File: config.mk
export PLATFORM = sky130hd
export DESIGN_NAME = ptarl_ctrl
export DESIGN_NICKNAME = d
export VERILOG_FILES = /design/src/sv/ptarl_pkg.sv /design/src/sv/ptarl_ctrl.sv
export SDC_FILE = /design/constraint.sdc
export NUM_CORES = 1
export LEC_CHECK = 0
export BUFFER_PORTS_ARGS = -buffer_cell sky130_fd_sc_hd__buf_2
export CAP_MARGIN = 15
export CORE_AREA = 2 2 39 41
export DETAILED_ROUTE_END_ITERATION = 12
export DIE_AREA = 0 0 41 43
export PLACE_DENSITY = 0.68
export SKIP_LAST_GASP = 1
export SLEW_MARGIN = 15
export SYNTH_ARGS = -nofsm -noshare
export SYNTH_HDL_FRONTEND = slang
export SYNTH_SLANG_ARGS = --single-unit
File: constraint.sdc
create_clock -name clk -period 2.85 [get_ports clk]
set_clock_uncertainty 0.2 [all_clocks]
set_input_delay 0.57 -clock clk [delete_from_list [all_inputs] [get_ports clk]]
set_output_delay 0.57 -clock clk [all_outputs]
set_load 0.05 [all_outputs]
File: src/sv/ptarl_pkg.sv
// Shared types, widths, register codes and reset values for the alarm rate limiter.
// No dependencies; every other file of the block refers to it by scoped names.
package ptarl_pkg;

	localparam int TOPIC_COUNT_DEF          = 64;
	localparam int CREDIT_FRACTION_BITS_DEF = 16;

	localparam int TOPIC_W       = 6;
	localparam int TOPIC_SPAN    = 1 << TOPIC_W;
	localparam int TOPIC_TBL_W   = 12;
	localparam int TIME_W        = 48;
	localparam int CREDIT_W      = 32;
	localparam int INTERVAL_W    = 32;
	localparam int PERIOD_W      = 32;
	localparam int INIT_CREDIT_W = 16;
	localparam int VERDICT_W     = 2;
	localparam int CFG_INDEX_W   = 2;
	localparam int CFG_DATA_W    = 48;

	localparam logic [TIME_W-1:0]        RST_STARTUP_RELEASE = '0;
	localparam logic [INTERVAL_W-1:0]    RST_MIN_INTERVAL    = 32'd10000000;
	localparam logic [PERIOD_W-1:0]      RST_CREDIT_PERIOD   = 32'd8000000;
	localparam logic [INIT_CREDIT_W-1:0] RST_INITIAL_CREDIT  = 16'd5;

	typedef enum logic [CFG_INDEX_W-1:0] {
		CFG_STARTUP_RELEASE = 2'd0,
		CFG_MIN_INTERVAL    = 2'd1,
		CFG_CREDIT_PERIOD   = 2'd2,
		CFG_INITIAL_CREDIT  = 2'd3
	} cfg_reg_t;

	typedef enum logic [VERDICT_W-1:0] {
		VERDICT_SPOKEN        = 2'd0,
		VERDICT_MUTED_STARTUP = 2'd1,
		VERDICT_MUTED_RATE    = 2'd2,
		VERDICT_MUTED_CREDIT  = 2'd3
	} verdict_t;

	typedef enum logic [3:0] {
		S_CLEAR,
		S_IDLE,
		S_LOAD,
		S_CHECK,
		S_ROUTE,
		S_SAT,
		S_DIV,
		S_ADD,
		S_DECIDE,
		S_COMMIT
	} state_t;

	typedef struct packed {
		logic [CREDIT_W-1:0] credit;
		logic [TIME_W-1:0]   refill;
		logic [TIME_W-1:0]   speak;
	} entry_t;

	typedef struct packed {
		logic clr_step;
		logic accept;
		logic load;
		logic check;
		logic mute_startup;
		logic mute_rate;
		logic touch_refill;
		logic sat;
		logic add;
		logic decide;
		logic commit;
	} cmd_t;

	typedef struct packed {
		logic clr_last;
		logic startup_mute;
		logic rate_mute;
		logic credit_low;
		logic refill_set;
		logic div_done;
		logic out_free;
	} sts_t;

	typedef logic [TOPIC_SPAN-1:0][TOPIC_TBL_W-1:0] topic_tbl_t;

	// topic index reduced modulo the topic count, for every input code
	function automatic topic_tbl_t topic_mod_table(input int count);
		topic_tbl_t tbl;
		int         cnt;
		cnt = 0;
		for (int i = 0; i < TOPIC_SPAN; i++) begin
			tbl[i] = TOPIC_TBL_W'(cnt);
			cnt    = (cnt == count - 1) ? 0 : cnt + 1;
		end
		return tbl;
	endfunction

endpackage

File: src/sv/ptarl_ctrl.sv
// Controller state machine: table clear after reset, then one request at a time.
// Depends on ptarl_pkg; issues commands to ptarl_dp and reads its status.
module ptarl_ctrl (
	input  logic            clk,
	input  logic            arst_n,
	input  logic            in_valid,
	output logic            in_ready,
	output ptarl_pkg::cmd_t cmd,
	input  ptarl_pkg::sts_t sts
);
	ptarl_pkg::state_t state_q;
	ptarl_pkg::state_t state_d;

	always_ff @(posedge clk or negedge arst_n) begin
		if (!arst_n) begin
			state_q <= ptarl_pkg::S_CLEAR;
		end else begin
			state_q <= state_d;
		end
	end

	always_comb begin
		state_d = state_q;
		case (state_q)
			ptarl_pkg::S_CLEAR: begin
				if (sts.clr_last) state_d = ptarl_pkg::S_IDLE;
			end
			ptarl_pkg::S_IDLE: begin
				if (in_valid) state_d = ptarl_pkg::S_LOAD;
			end
			ptarl_pkg::S_LOAD:  state_d = ptarl_pkg::S_CHECK;
			ptarl_pkg::S_CHECK: state_d = ptarl_pkg::S_ROUTE;
			ptarl_pkg::S_ROUTE: begin
				if (sts.startup_mute || sts.rate_mute) begin
					state_d = ptarl_pkg::S_COMMIT;
				end else if (sts.credit_low && sts.refill_set) begin
					state_d = ptarl_pkg::S_SAT;
				end else begin
					state_d = ptarl_pkg::S_DECIDE;
				end
			end
			ptarl_pkg::S_SAT: state_d = ptarl_pkg::S_DIV;
			ptarl_pkg::S_DIV: begin
				if (sts.div_done) state_d = ptarl_pkg::S_ADD;
			end
			ptarl_pkg::S_ADD:    state_d = ptarl_pkg::S_DECIDE;
			ptarl_pkg::S_DECIDE: state_d = ptarl_pkg::S_COMMIT;
			ptarl_pkg::S_COMMIT: begin
				if (sts.out_free) state_d = ptarl_pkg::S_IDLE;
			end
			default: state_d = ptarl_pkg::S_CLEAR;
		endcase
	end

	always_comb begin
		cmd      = '0;
		in_ready = 1'b0;
		case (state_q)
			ptarl_pkg::S_CLEAR: cmd.clr_step = 1'b1;
			ptarl_pkg::S_IDLE: begin
				in_ready   = 1'b1;
				cmd.accept = in_valid;
			end
			ptarl_pkg::S_LOAD:  cmd.load = 1'b1;
			ptarl_pkg::S_CHECK: cmd.check = 1'b1;
			ptarl_pkg::S_ROUTE: begin
				if (sts.startup_mute) begin
					cmd.mute_startup = 1'b1;
				end else if (sts.rate_mute) begin
					cmd.mute_rate = 1'b1;
				end else if (sts.credit_low && !sts.refill_set) begin
					cmd.touch_refill = 1'b1;
				end
			end
			ptarl_pkg::S_SAT:    cmd.sat = 1'b1;
			ptarl_pkg::S_DIV:    ;
			ptarl_pkg::S_ADD:    cmd.add = 1'b1;
			ptarl_pkg::S_DECIDE: cmd.decide = 1'b1;
			ptarl_pkg::S_COMMIT: cmd.commit = sts.out_free;
			default: ;
		endcase
	end

endmodule

Word level (Yosys, flattened, before mapping):

Cells that the tools add are included.
W data, S select, Z words.

* bits in registers: 4
* bits in latches: 0
* RAM bits: 0
* bits in read-only memories: 0
* bits of input ports: 10
* output and inout port bits: 12
* logic and storage cells: 42
* memories kept: 0

* add/sub/neg operators: 0
* multiply operators: 0
* div/mod/pow operators: 0
* order comparisons: 0
* equality and inequality tests: 13
* shift operators: 0
* mux-type cells: 22
* bitwise logic cells: 0
* reduce and logical (&&, ||, !) cells: 6

Operators by type and width (count)
* $pmux W4 S10: 1
* $mux W4: 6
* $eq A4 B3 Y1 const B: 4
* $mux W1: 13
* $eq A4 B2 Y1 const B: 2
* $eq A4 B4 Y1 const B: 2
* $ne A2 B2 Y1 const B: 4
* $eq A4 B1 Y1 const B: 1
* $logic_not A4 Y1: 1
* $reduce_and A4 Y1: 1
* $mux W3: 1
* $logic_and A1 B1 Y1: 2
* $mux W2: 1
* $logic_not A1 Y1: 1
* $logic_or A1 B1 Y1: 1

Logic depth before layout (Yosys ltp):

Gate-level depths: netlist of run 1.

* word-level depth: 6
* mapped depth: 4
* mapped depth without buffers: 3

Worst setup path after synthesis of run 1:

Ideal clock, no wire load.

* kind: flip-flop to output port
* from: register state_q[2]
* to: output port cmd[10] (netlist name)
* arrival: 2.122 ns
* data required time: 2.080 ns
* setup slack: -0.042 ns
* cell stages (with the launch flop): 3
* buffers on the path: 1
* path through: dfrtp_1 -> buf_6 -> nor4_1

RTL lines
* from (decl): RTL line ptarl_ctrl.sv:11 `ptarl_pkg::state_t state_q;`
* from (signal assigned): RTL line ptarl_ctrl.sv:16 `state_q <= ptarl_pkg::S_CLEAR;`
* from (signal assigned): RTL line ptarl_ctrl.sv:18 `state_q <= state_d;`
* to (decl): RTL line ptarl_ctrl.sv:8 `output ptarl_pkg::cmd_t cmd,`

==> results.md, run 1 <==
- Fraction of layout cells with a size suffix above 1: 0.420
- Worst Hold Class: in2async
- FP Rows: 14
- Worst-case clock buffer depth: 2
- Reg2reg start: state_q[2]$_DFFE_PN0P_
- Distinct cells, synth: 27
- Slowest CP cell: dfrtp_1
- Vias/cell: 5.02
- DP Cell Count: 81
- Worst-path fanout max: 15
- RSZ-0062 raised after global routing: false
- Post-Syn Area: 400 um2
- Post-route ant nets: 0
- Worst-Margin Slew: 0.500 ns
- Arrival @ worst endpoint: 1.66 ns
- First-pass GRT wire length: 1530 um
- Period minus WS final: 2.43 ns
- Largest net degree at the start of global routing: 16
- Resize count post-CTS: 0
- Grt ovf: 0
- Status: completed
- Syn Area/Cell: roughly 8.3 um2
- Die footprint: 1760 um2
- YS warnings: 0
- Hold Vio Cnt, Final: 0
- Dpl cell area: slightly below 500 um2
- Critical Path RT: ~2.1 ns
- Vias in the first global route: 361
- WS Path Type: reg2out
- Max stage delay on crit path: 0.64 ns
- Max cap viols: 0
- Sequential area share after synthesis: 0.250
- Biggest register: state_q
- Initial core utilization: 0.289
- Final WL: between 900 and 1000 um
- Post-synth top flop: dfrtp_1
- Clock Tree Root: clkbuf_4
- Final setup vio count: 0
- Final Max Tran Viols: 0
- Die H: 43 um
- FF-to-FF path depth: 3
- PortBufs: 21
- Register bit count reported by yosys: 4
- Max reg flops: 4
- RR Endpoint: state_q[0]$_DFFE_PN0P_
- # DRC: 0
- Leak Pwr: 0.262 nW
- Core ar.: roughly 1400 um2
- Total track usage: 0.126
- Post-CTS setup buffers: 0
- CTS buffer count: 3
- CTS tree: done
- Initial drt markers: 3
- Die W: 41 um
- Clock latency on the worst-skew pair: 0.24 ns
- Clock H-tree levels: 1
- Period utilization: 0.854
- Async set-or-reset flop fraction in the synthesized netlist: 1.00
- CP endpoint kind: output port
- Initial antenna violation count: 0
- R2R setup slack: 1.35 ns
- Worst vdd ir: 0.267 mV
- Biggest regs: state_q: 4 flops
- Post-Synthesis Cells: between 40 and 50
- Ant. Diodes: 0
- Ports: 22
- PwrDens: a little over 1000 nW/um2
- Commonest non-fill, non-tap cell in the layout: buf_2
- Clock Sink Count: 4
- Syn nets: 58
- Layout area overhead: 31.6%
- Most frequent cells in the layout: 21 x buf_2, 7 x nor2_1, 5 x nor3_1, 4 x nand2_1, 4 x dfrtp_1
- Fmax: 411 MHz
- GPL Wtd Cong: 0.730
- Worst-path clk slew: 0.04 ns
- Layout Cells excl Fill: 85
- CP cell instances: and2b_1, nand2_1, nor3_1, buf_2
- CP Launch Type: flop
- Detailed Routing Iterations Pass 1: 3
- Dpl hpwl: about 740 um
- Setup TNS: 0 ns
- Via count: around 430
- Drt wl/cell: 11.4 um
- Rel. slew slack: 0.667
- Finished Cell Area: 527 um2
- Final nets: 81
- Post-synth EDFFs: 0
[cells in the mapped netlist, types with 2 or more instances]
cell	number	area (um2)
buf_6	2	22.5
dfrtp_1	4	100
nand2_1	4	15.0
nand2b_1	3	18.8
nor2_1	7	26.3
nor2b_1	2	12.5
nor3_1	5	25.0
o21ai_1	2	10.0
[per-stage QoR]
| step | hold slack (ns) | util | power, mW | worst slack, ns |
|---|---|---|---|---|
| finish | 0.471 | 0.381 | 0.547 | 0.417 |
| global route | 0.477 | 0.381 | 0.587 | 0.299 |
| CTS | 0.470 | 0.381 | 0.551 | 0.412 |
| detailed placement | 0.175 | 0.357 | 0.477 | 0.667 |
| global placement | 0.177 | 0.357 | 0.471 | 0.739 |
| floorplan | 0.0744 | - | 0.432 | 0.253 |
[routing by layer]
layer	up-vias	track usage	routed length (um)
li1	214	-	-
met1	196	0.172	452
met2	17	0.188	442
met3	0	0.0471	76
met4	0	0.0200	0
met5	-	0	0
[worst max-delay path, delay by kind of cell (launching register included)]
family	cells	cell delay (ns)
AND/OR/NAND/NOR	3	0.49
flip-flops	1	0.64
buffers and inverters	1	0.29
[what timing repair did]
item,4_1_cts,5_1_grt
endpoints found under the hold margin,4,0
hold buffers,1,0
setup endpoints to repair,0,0
[cell type report]
| type | instances | area (um2) |
|---|---|---|
| multi-input cells | 40 | 269 |
| well taps | 16 | 20.0 |
| clock buffers | 3 | 22.5 |
| repair buffers | 22 | 115 |
| flip-flops and latches | 4 | 100 |
| fillers | 164 | 857 |
[kinds of logic (layout without fill, tap and decap cells)]
logic type,after synthesis,count (layout),share of synthesized area
and+or+nand+nor,31,31,0.478
AOI/OAI and AO/OA,7,7,0.131
DFF,4,4,0.250
buffers and inverters,4,25,0.0938
xor gates and xnor gates,1,1,0.0219
muxes,1,1,0.0250
[power by group]
group	switching (mW)	total (mW)	internal, mW
Combinational	0.217	0.329	0.113
Sequential	0.0689	0.145	0.0765
Clock	0.0250	0.0722	0.0472
[worst max-delay path by stage]
stage,from,to,slack [ns],cells after the start
after floorplan,sts[4],cmd[4],0.25,3
after global placement,state_q[2]$_DFFE_PN0P_,cmd[4],0.74,4
after detailed placement,state_q[2]$_DFFE_PN0P_,cmd[4],0.67,4
after CTS,state_q[2]$_DFFE_PN0P_,cmd[4],0.41,4
after global routing,state_q[2]$_DFFE_PN0P_,cmd[4],0.30,4
final,state_q[2]$_DFFE_PN0P_,cmd[4],0.42,4
Note: power is estimated with default switching activity, not from simulation.
==> run 2, diff against run 1 <==
- ABC_AREA: default -> 1
==> run 2 against run 1 <==
  * Non-clock buffer count is the same
  * Worst setup slack gained 0.15 ns
  * Synthesized cell count grew 42%
  * Largest power group unchanged
  * Highest routed layer unchanged
  * Largest cell class unchanged
==> results.md, run 2 <==
- Max stage delay on crit path: 0.43 ns
- Post-synth top flop: dfrtp_1
- Initial antenna violation count: 0
- Worst vdd ir: 0.405 mV
- Initial drt markers: 11
- Most common cell on crit path: inv_2
- Syn nets: 78
- Post-route ant nets: 0
- Leading cell type by number of instances after synthesis: nand2_1
- Synth top cells by count: 16 x nand2_1, 13 x inv_1, 11 x nor2_1
- Fmax: about 440 MHz
- Initial core utilization: 0.295
- Period utilization: 0.802
- Dpl hpwl: 799 um
- Arrival @ worst endpoint: 1.51 ns
- Gr busiest metal: met2
- Syn Area/Cell: 6.00 um2
- Grt met1 use: 0.180
- Synth area leaders: dfrtp_1 25%, nand2_1 15%, inv_1 12%, nor2_1 10%, nand3_1 4.9%
- Worst-Margin Slew: 0.283 ns
- Reg2reg start: state_q[3]$_DFFE_PN0P_
- Vias/cell: 4.37
- Grt ovf: 0
- Crit path buffers/inverters: 3
- Worst-path clk slew: 0.03 ns
- Leak Pwr: 0.352 nW
- Ports: 22
- PwrDens: 1150 nW/um2
- Rel. slew slack: 0.811
- CP delay by family, top: buffers and inverters
- Max cap viols: 0
- Register bit count reported by yosys: 4
- First-pass GRT wire length: approximately 1600 um
- Final WL: 907 um
- CP endpoint kind: output port
- Status: completed
- Crit. path cell count: 6
- Final Hold Slack: 0.433 ns
- Worst Hold Class: in2reg
- Vias in the first global route: about 440
- CTS buffer count: 3
- Die footprint: 1760 um2
- R2R setup slack: about 1.5 ns
- Clock latency on the worst-skew pair: ~0.23 ns
- Final setup vio count: 0
- Most frequent cells in the layout: 21 x buf_2, 16 x nand2_1, 13 x inv_1, 11 x nor2_1
- Largest net degree at the start of global routing: 6
- Clock H-tree levels: 1
- Clock Sink Count: 4
- Core ar.: between 1000 and 1500 um2
- Max reg flops: 4
- FF-to-FF path depth: 6
- PortBufs: 21
- Clock Tree Root: clkbuf_4
- Sequential area share after synthesis: 0.245
- Ant. Diodes: 0
- Total track usage: 0.130
- Worst-path fanout max: 5
- Filler cells: 148
- Post-Syn Area: 408 um2
- Fraction of layout cells with a size suffix above 1: 0.387
- Setup TNS: 0 ns
- Detailed Routing Iterations Pass 1: 4
- CP cell instances: inv_2, nand2_1, nor2_2, inv_2, nor4_2, buf_2
- CTS tree: done
- Met2 GRT Util: 0.194
- Worst-case clock buffer depth: 2
- Biggest regs: state_q: 4 flops
- Via count: 476
- Yosys top cell area share: 0.245
- Biggest register: state_q
- Met3 Use GR: 0
- Die W: 41 um
- Hold Vio Cnt, Final: 0
- # DRC: 0
- Critical Path RT: 2.08 ns
- Drt wl/cell: between 8 and 9 um
- Post-Synthesis Cells: 68
- Layout area overhead: 38.7%
- Post-synth EDFFs: 0
- Die H: 43 um
- RR Endpoint: state_q[1]$_DFFE_PN0P_
- Slowest CP cell: dfrtp_1
- CP Launch Type: flop
- Yosys top cell by area: dfrtp_1
- Final nets: between 100 and 150
- Critical Path Start: state_q[0]$_DFFE_PN0P_
- Commonest non-fill, non-tap cell in the layout: buf_2
- CP endpoint: cmd[4]
- Distinct cells, synth: 16
- GPL Wtd Cong: 0.819
- Final Max Tran Viols: 0
- Period minus WS final: 2.28 ns
- RSZ-0062 raised after global routing: false
- Async set-or-reset flop fraction in the synthesized netlist: 1.00
- WS Path Type: reg2out
- YS warnings: 0
- FP Rows: 14
==> run 2: how the worst min path moves through the flow <==
stage                                       from                      to  slack [ns]  cells after the start
final                                     sts[1]  state_q[1]$_DFFE_PN0P_        0.43                      3
after floorplan                           arst_n  state_q[0]$_DFFE_PN0P_        0.07                      0
after global placement                    arst_n  state_q[0]$_DFFE_PN0P_        0.17                      1
after global routing                      sts[1]  state_q[1]$_DFFE_PN0P_        0.44                      3
after CTS                 state_q[3]$_DFFE_PN0P_  state_q[1]$_DFFE_PN0P_        0.43                      3
after detailed placement                  arst_n  state_q[0]$_DFFE_PN0P_        0.18                      1
==> run 2: power by group <==
part | switching (mW) | internal, mW
clock network | 0.0203 | 0.0469
registers | 0.0389 | 0.0844
logic | 0.340 | 0.119
==> run 2: timing repair <==
action	4_1_cts	5_1_grt
setup buffers	0	0
resized for setup	0	0
hold buffers	1	0
endpoints found under the hold margin	4	0
==> run 2: metal layers <==
layer	wire, um	vias to the layer above	share of wire
met1	377	204	0.42
li1	-	263	-
met3	42	0	0.046
met4	0	0	0
met2	486	9	0.54
met5	0	-	0
==> run 2: layout make-up <==
class                   count  area, um2  area share
clock buffers               3       22.5      0.0398
inverters                  17       63.8       0.113
multi-input cells          47        244       0.431
flip-flops and latches      4        100       0.177
well taps                  16       20.0      0.0354
repair buffers             22        115       0.204
==> run 2: per-stage QoR <==
step	cell area [um2]	utilization	total power, mW	worst slack [ns]	std cells
final	566	0.409	0.650	0.566	109
after CTS	566	0.409	0.657	0.540	109
after global routing	566	0.409	0.708	0.438	109
after global placement	533	0.385	0.582	0.758	105
after detailed placement	533	0.385	0.584	0.744	105
after floorplan	408	-	0.491	0.302	68
==> run 2: cell families after synthesis <==
group / after synthesis / synth area share
compound gates: 3 / 0.0613
buf+inv: 17 / 0.156
flops: 4 / 0.245
simple gates: 44 / 0.537
==> run 2: worst reg2reg max path, stage by stage (launching register included) <==
cell	delay, ns
dfrtp_1	0.42
nor2_1	0.26
nand3_1	0.12
nand2_1	0.11
nor2_1	0.06
nand2_1	0.05
nand2_1	0.05
==> run 3, diff against run 2 <==
- ABC_AREA: 1 -> 0
- clock period: 2.85 -> 2.4 ns (I/O delays scaled with it)
==> run 3 against run 2 <==
  * Core utilization shrank 1.4 points
  * Count of clock-buffer cells in the layout is the same
  * Register-to-register slack lost 0.57 ns
  * Non-clock buffer count grew 1
  * Via count shrank 11%
  * Sequential share of layout area grew 0.84 points
  * Hold slack lost 0.058 ns
  * First-iteration DRC count grew 18%
  * Highest routed layer unchanged
==> results.md, run 3 (same netlist as run 1, synthesis figures left out) <==
- Status: completed
- Die footprint: 1760 um2
- Setup TNS: 0 ns
- Clock latency on the worst-skew pair: 0.23 ns
- Initial core utilization: 0.289
- Rel. slew slack: 0.749
- Final nets: 82
- Total track usage: 0.132
- Initial antenna violation count: 0
- Total power: 0.665 mW
- CTS tree: done
- RSZ-0062 raised after global routing: false
- PwrDens: 1220 nW/um2
- Biggest regs: state_q: 4 flops
- Period minus WS final: 2.21 ns
- Worst-path fanout max: 14
- Max cap viols: 0
- Ant. Diodes: 0
- Worst vdd ir: 0.328 mV
- Max reg flops: 4
- Post-route ant nets: 0
- Worst-case clock buffer depth: 2
- Vias/cell: 4.91
- Final setup vio count: 0
- Ports: 22
- Die H: 43 um
- Clock H-tree levels: 1
- PortBufs: 21
- Largest net degree at the start of global routing: 15
- WS Path Type: reg2out
- Layout area overhead: 36.6%
- Place WS: 0.363 ns
- Initial drt markers: 13
- Detailed Routing Iterations Pass 1: 3
- First-pass GRT wire length: 1610 um
- Leak Pwr: 0.264 nW
- Fraction of layout cells with a size suffix above 1: 0.457
- Grt ovf: 0
- # DRC: 0
- Filler cells: 157
- Via count: 422
- CP endpoint kind: output port
- Vias in the first global route: 366
- Final Max Tran Viols: 0
- Commonest non-fill, non-tap cell in the layout: buf_2
- Biggest register: state_q
- Fmax: roughly 450 MHz
- Clock Sink Count: 4
- Core ar.: 1380 um2
- Final WL: 966 um
- Critical Path RT: approximately 1.7 ns
- Hold Vio Cnt, Final: 0
- GPL Wtd Cong: 0.735
- Worst-path clk slew: 0.04 ns
- Period utilization: 0.920
- FP Rows: 14
- Worst-Margin Slew: 0.377 ns
- Worst Hold Class: in2async
- Dpl hpwl: around 750 um
- Arrival @ worst endpoint: 1.53 ns
- Die W: around 41 um
- Most frequent cells in the layout: 21 x buf_2, 7 x nor2_1, 4 x nand2_1, 4 x nor3_1
- Drt wl/cell: 11.2 um
- Clock Tree Root: clkbuf_4
- Final core occ: 0.395
- PnR worst setup slack: 0.193 ns
- CP Launch Type: flop
- FF-to-FF path depth: 4
- CTS buffer count: 3
## run 3: cell count changes in the layout (fill, tap and decap cells not counted), moves of 2 or more
| cell | previous run | this run |
|---|---|---|
| nor2_1 | 11 | 7 |
| inv_2 | 4 | 0 |
| nand2b_1 | 0 | 3 |
| nand3_1 | 4 | 0 |
| nor2_2 | 3 | 0 |
| nor2b_1 | 0 | 2 |
| o21ai_1 | 0 | 2 |
| inv_1 | 13 | 0 |
| nand2_1 | 16 | 4 |
## run 3: final timing paths
check                                  startpoint                endpoint  slack [ns]
max in group asynchronous                  arst_n  state_q[3]$_DFFE_PN0P_        1.50
max                        state_q[3]$_DFFE_PN0P_                  cmd[4]        0.19
min reg2reg                state_q[3]$_DFFE_PN0P_  state_q[1]$_DFFE_PN0P_        0.44
min in group clk           state_q[3]$_DFFE_PN0P_  state_q[1]$_DFFE_PN0P_        0.44
min                                        arst_n  state_q[0]$_DFFE_PN0P_        0.37
max reg2reg                state_q[2]$_DFFE_PN0P_  state_q[0]$_DFFE_PN0P_        0.89
## run 3: metrics by stage
step / cells / cell area, um2 / hold slack [ns]
finish: 86 / 547 / 0.374
global route: 86 / 547 / 0.383
CTS: 86 / 546 / 0.370
detailed placement: 82 / 513 / 0.0849
global placement: 82 / 513 / 0.0862
floorplan: 48 / 418 / -0.0156
## run 3: area by class of cell
class	count	area, um2	area share
clock buffer	3	22.5	0.0412
multi-input combinational	40	280	0.513
sequential	4	101	0.185
tap	16	20.0	0.0366
timing repair buffer	23	123	0.224
## run 3: power by group
part	switching [mW]	internal [mW]
Combinational	0.276	0.143
Sequential	0.0707	0.0918
Clock	0.0274	0.0559
## run 3: what timing repair did
item,4_1_cts,5_1_grt
setup endpoints to repair,0,1
resized for setup,0,1
hold endpoints to repair,4,0
hold buffers,1,0
setup buffers,0,0
## run 3: worst max-delay path, cell delays in order, from the launching register on
cell	delay [ns]
dfrtp_2	0.50
and2b_1	0.27
nand2_1	0.09
nor3_2	0.15
buf_2	0.28
## run 3: per-layer routing
| layer | part of all wire | vias to the layer above | track usage |
|---|---|---|---|
| li1 | - | 218 | - |
| met1 | 0.46 | 186 | 0.207 |
| met2 | 0.46 | 18 | 0.175 |
| met3 | 0.088 | 0 | 0.0471 |
| met4 | 0 | 0 | 0.0200 |
| met5 | 0 | - | 0 |
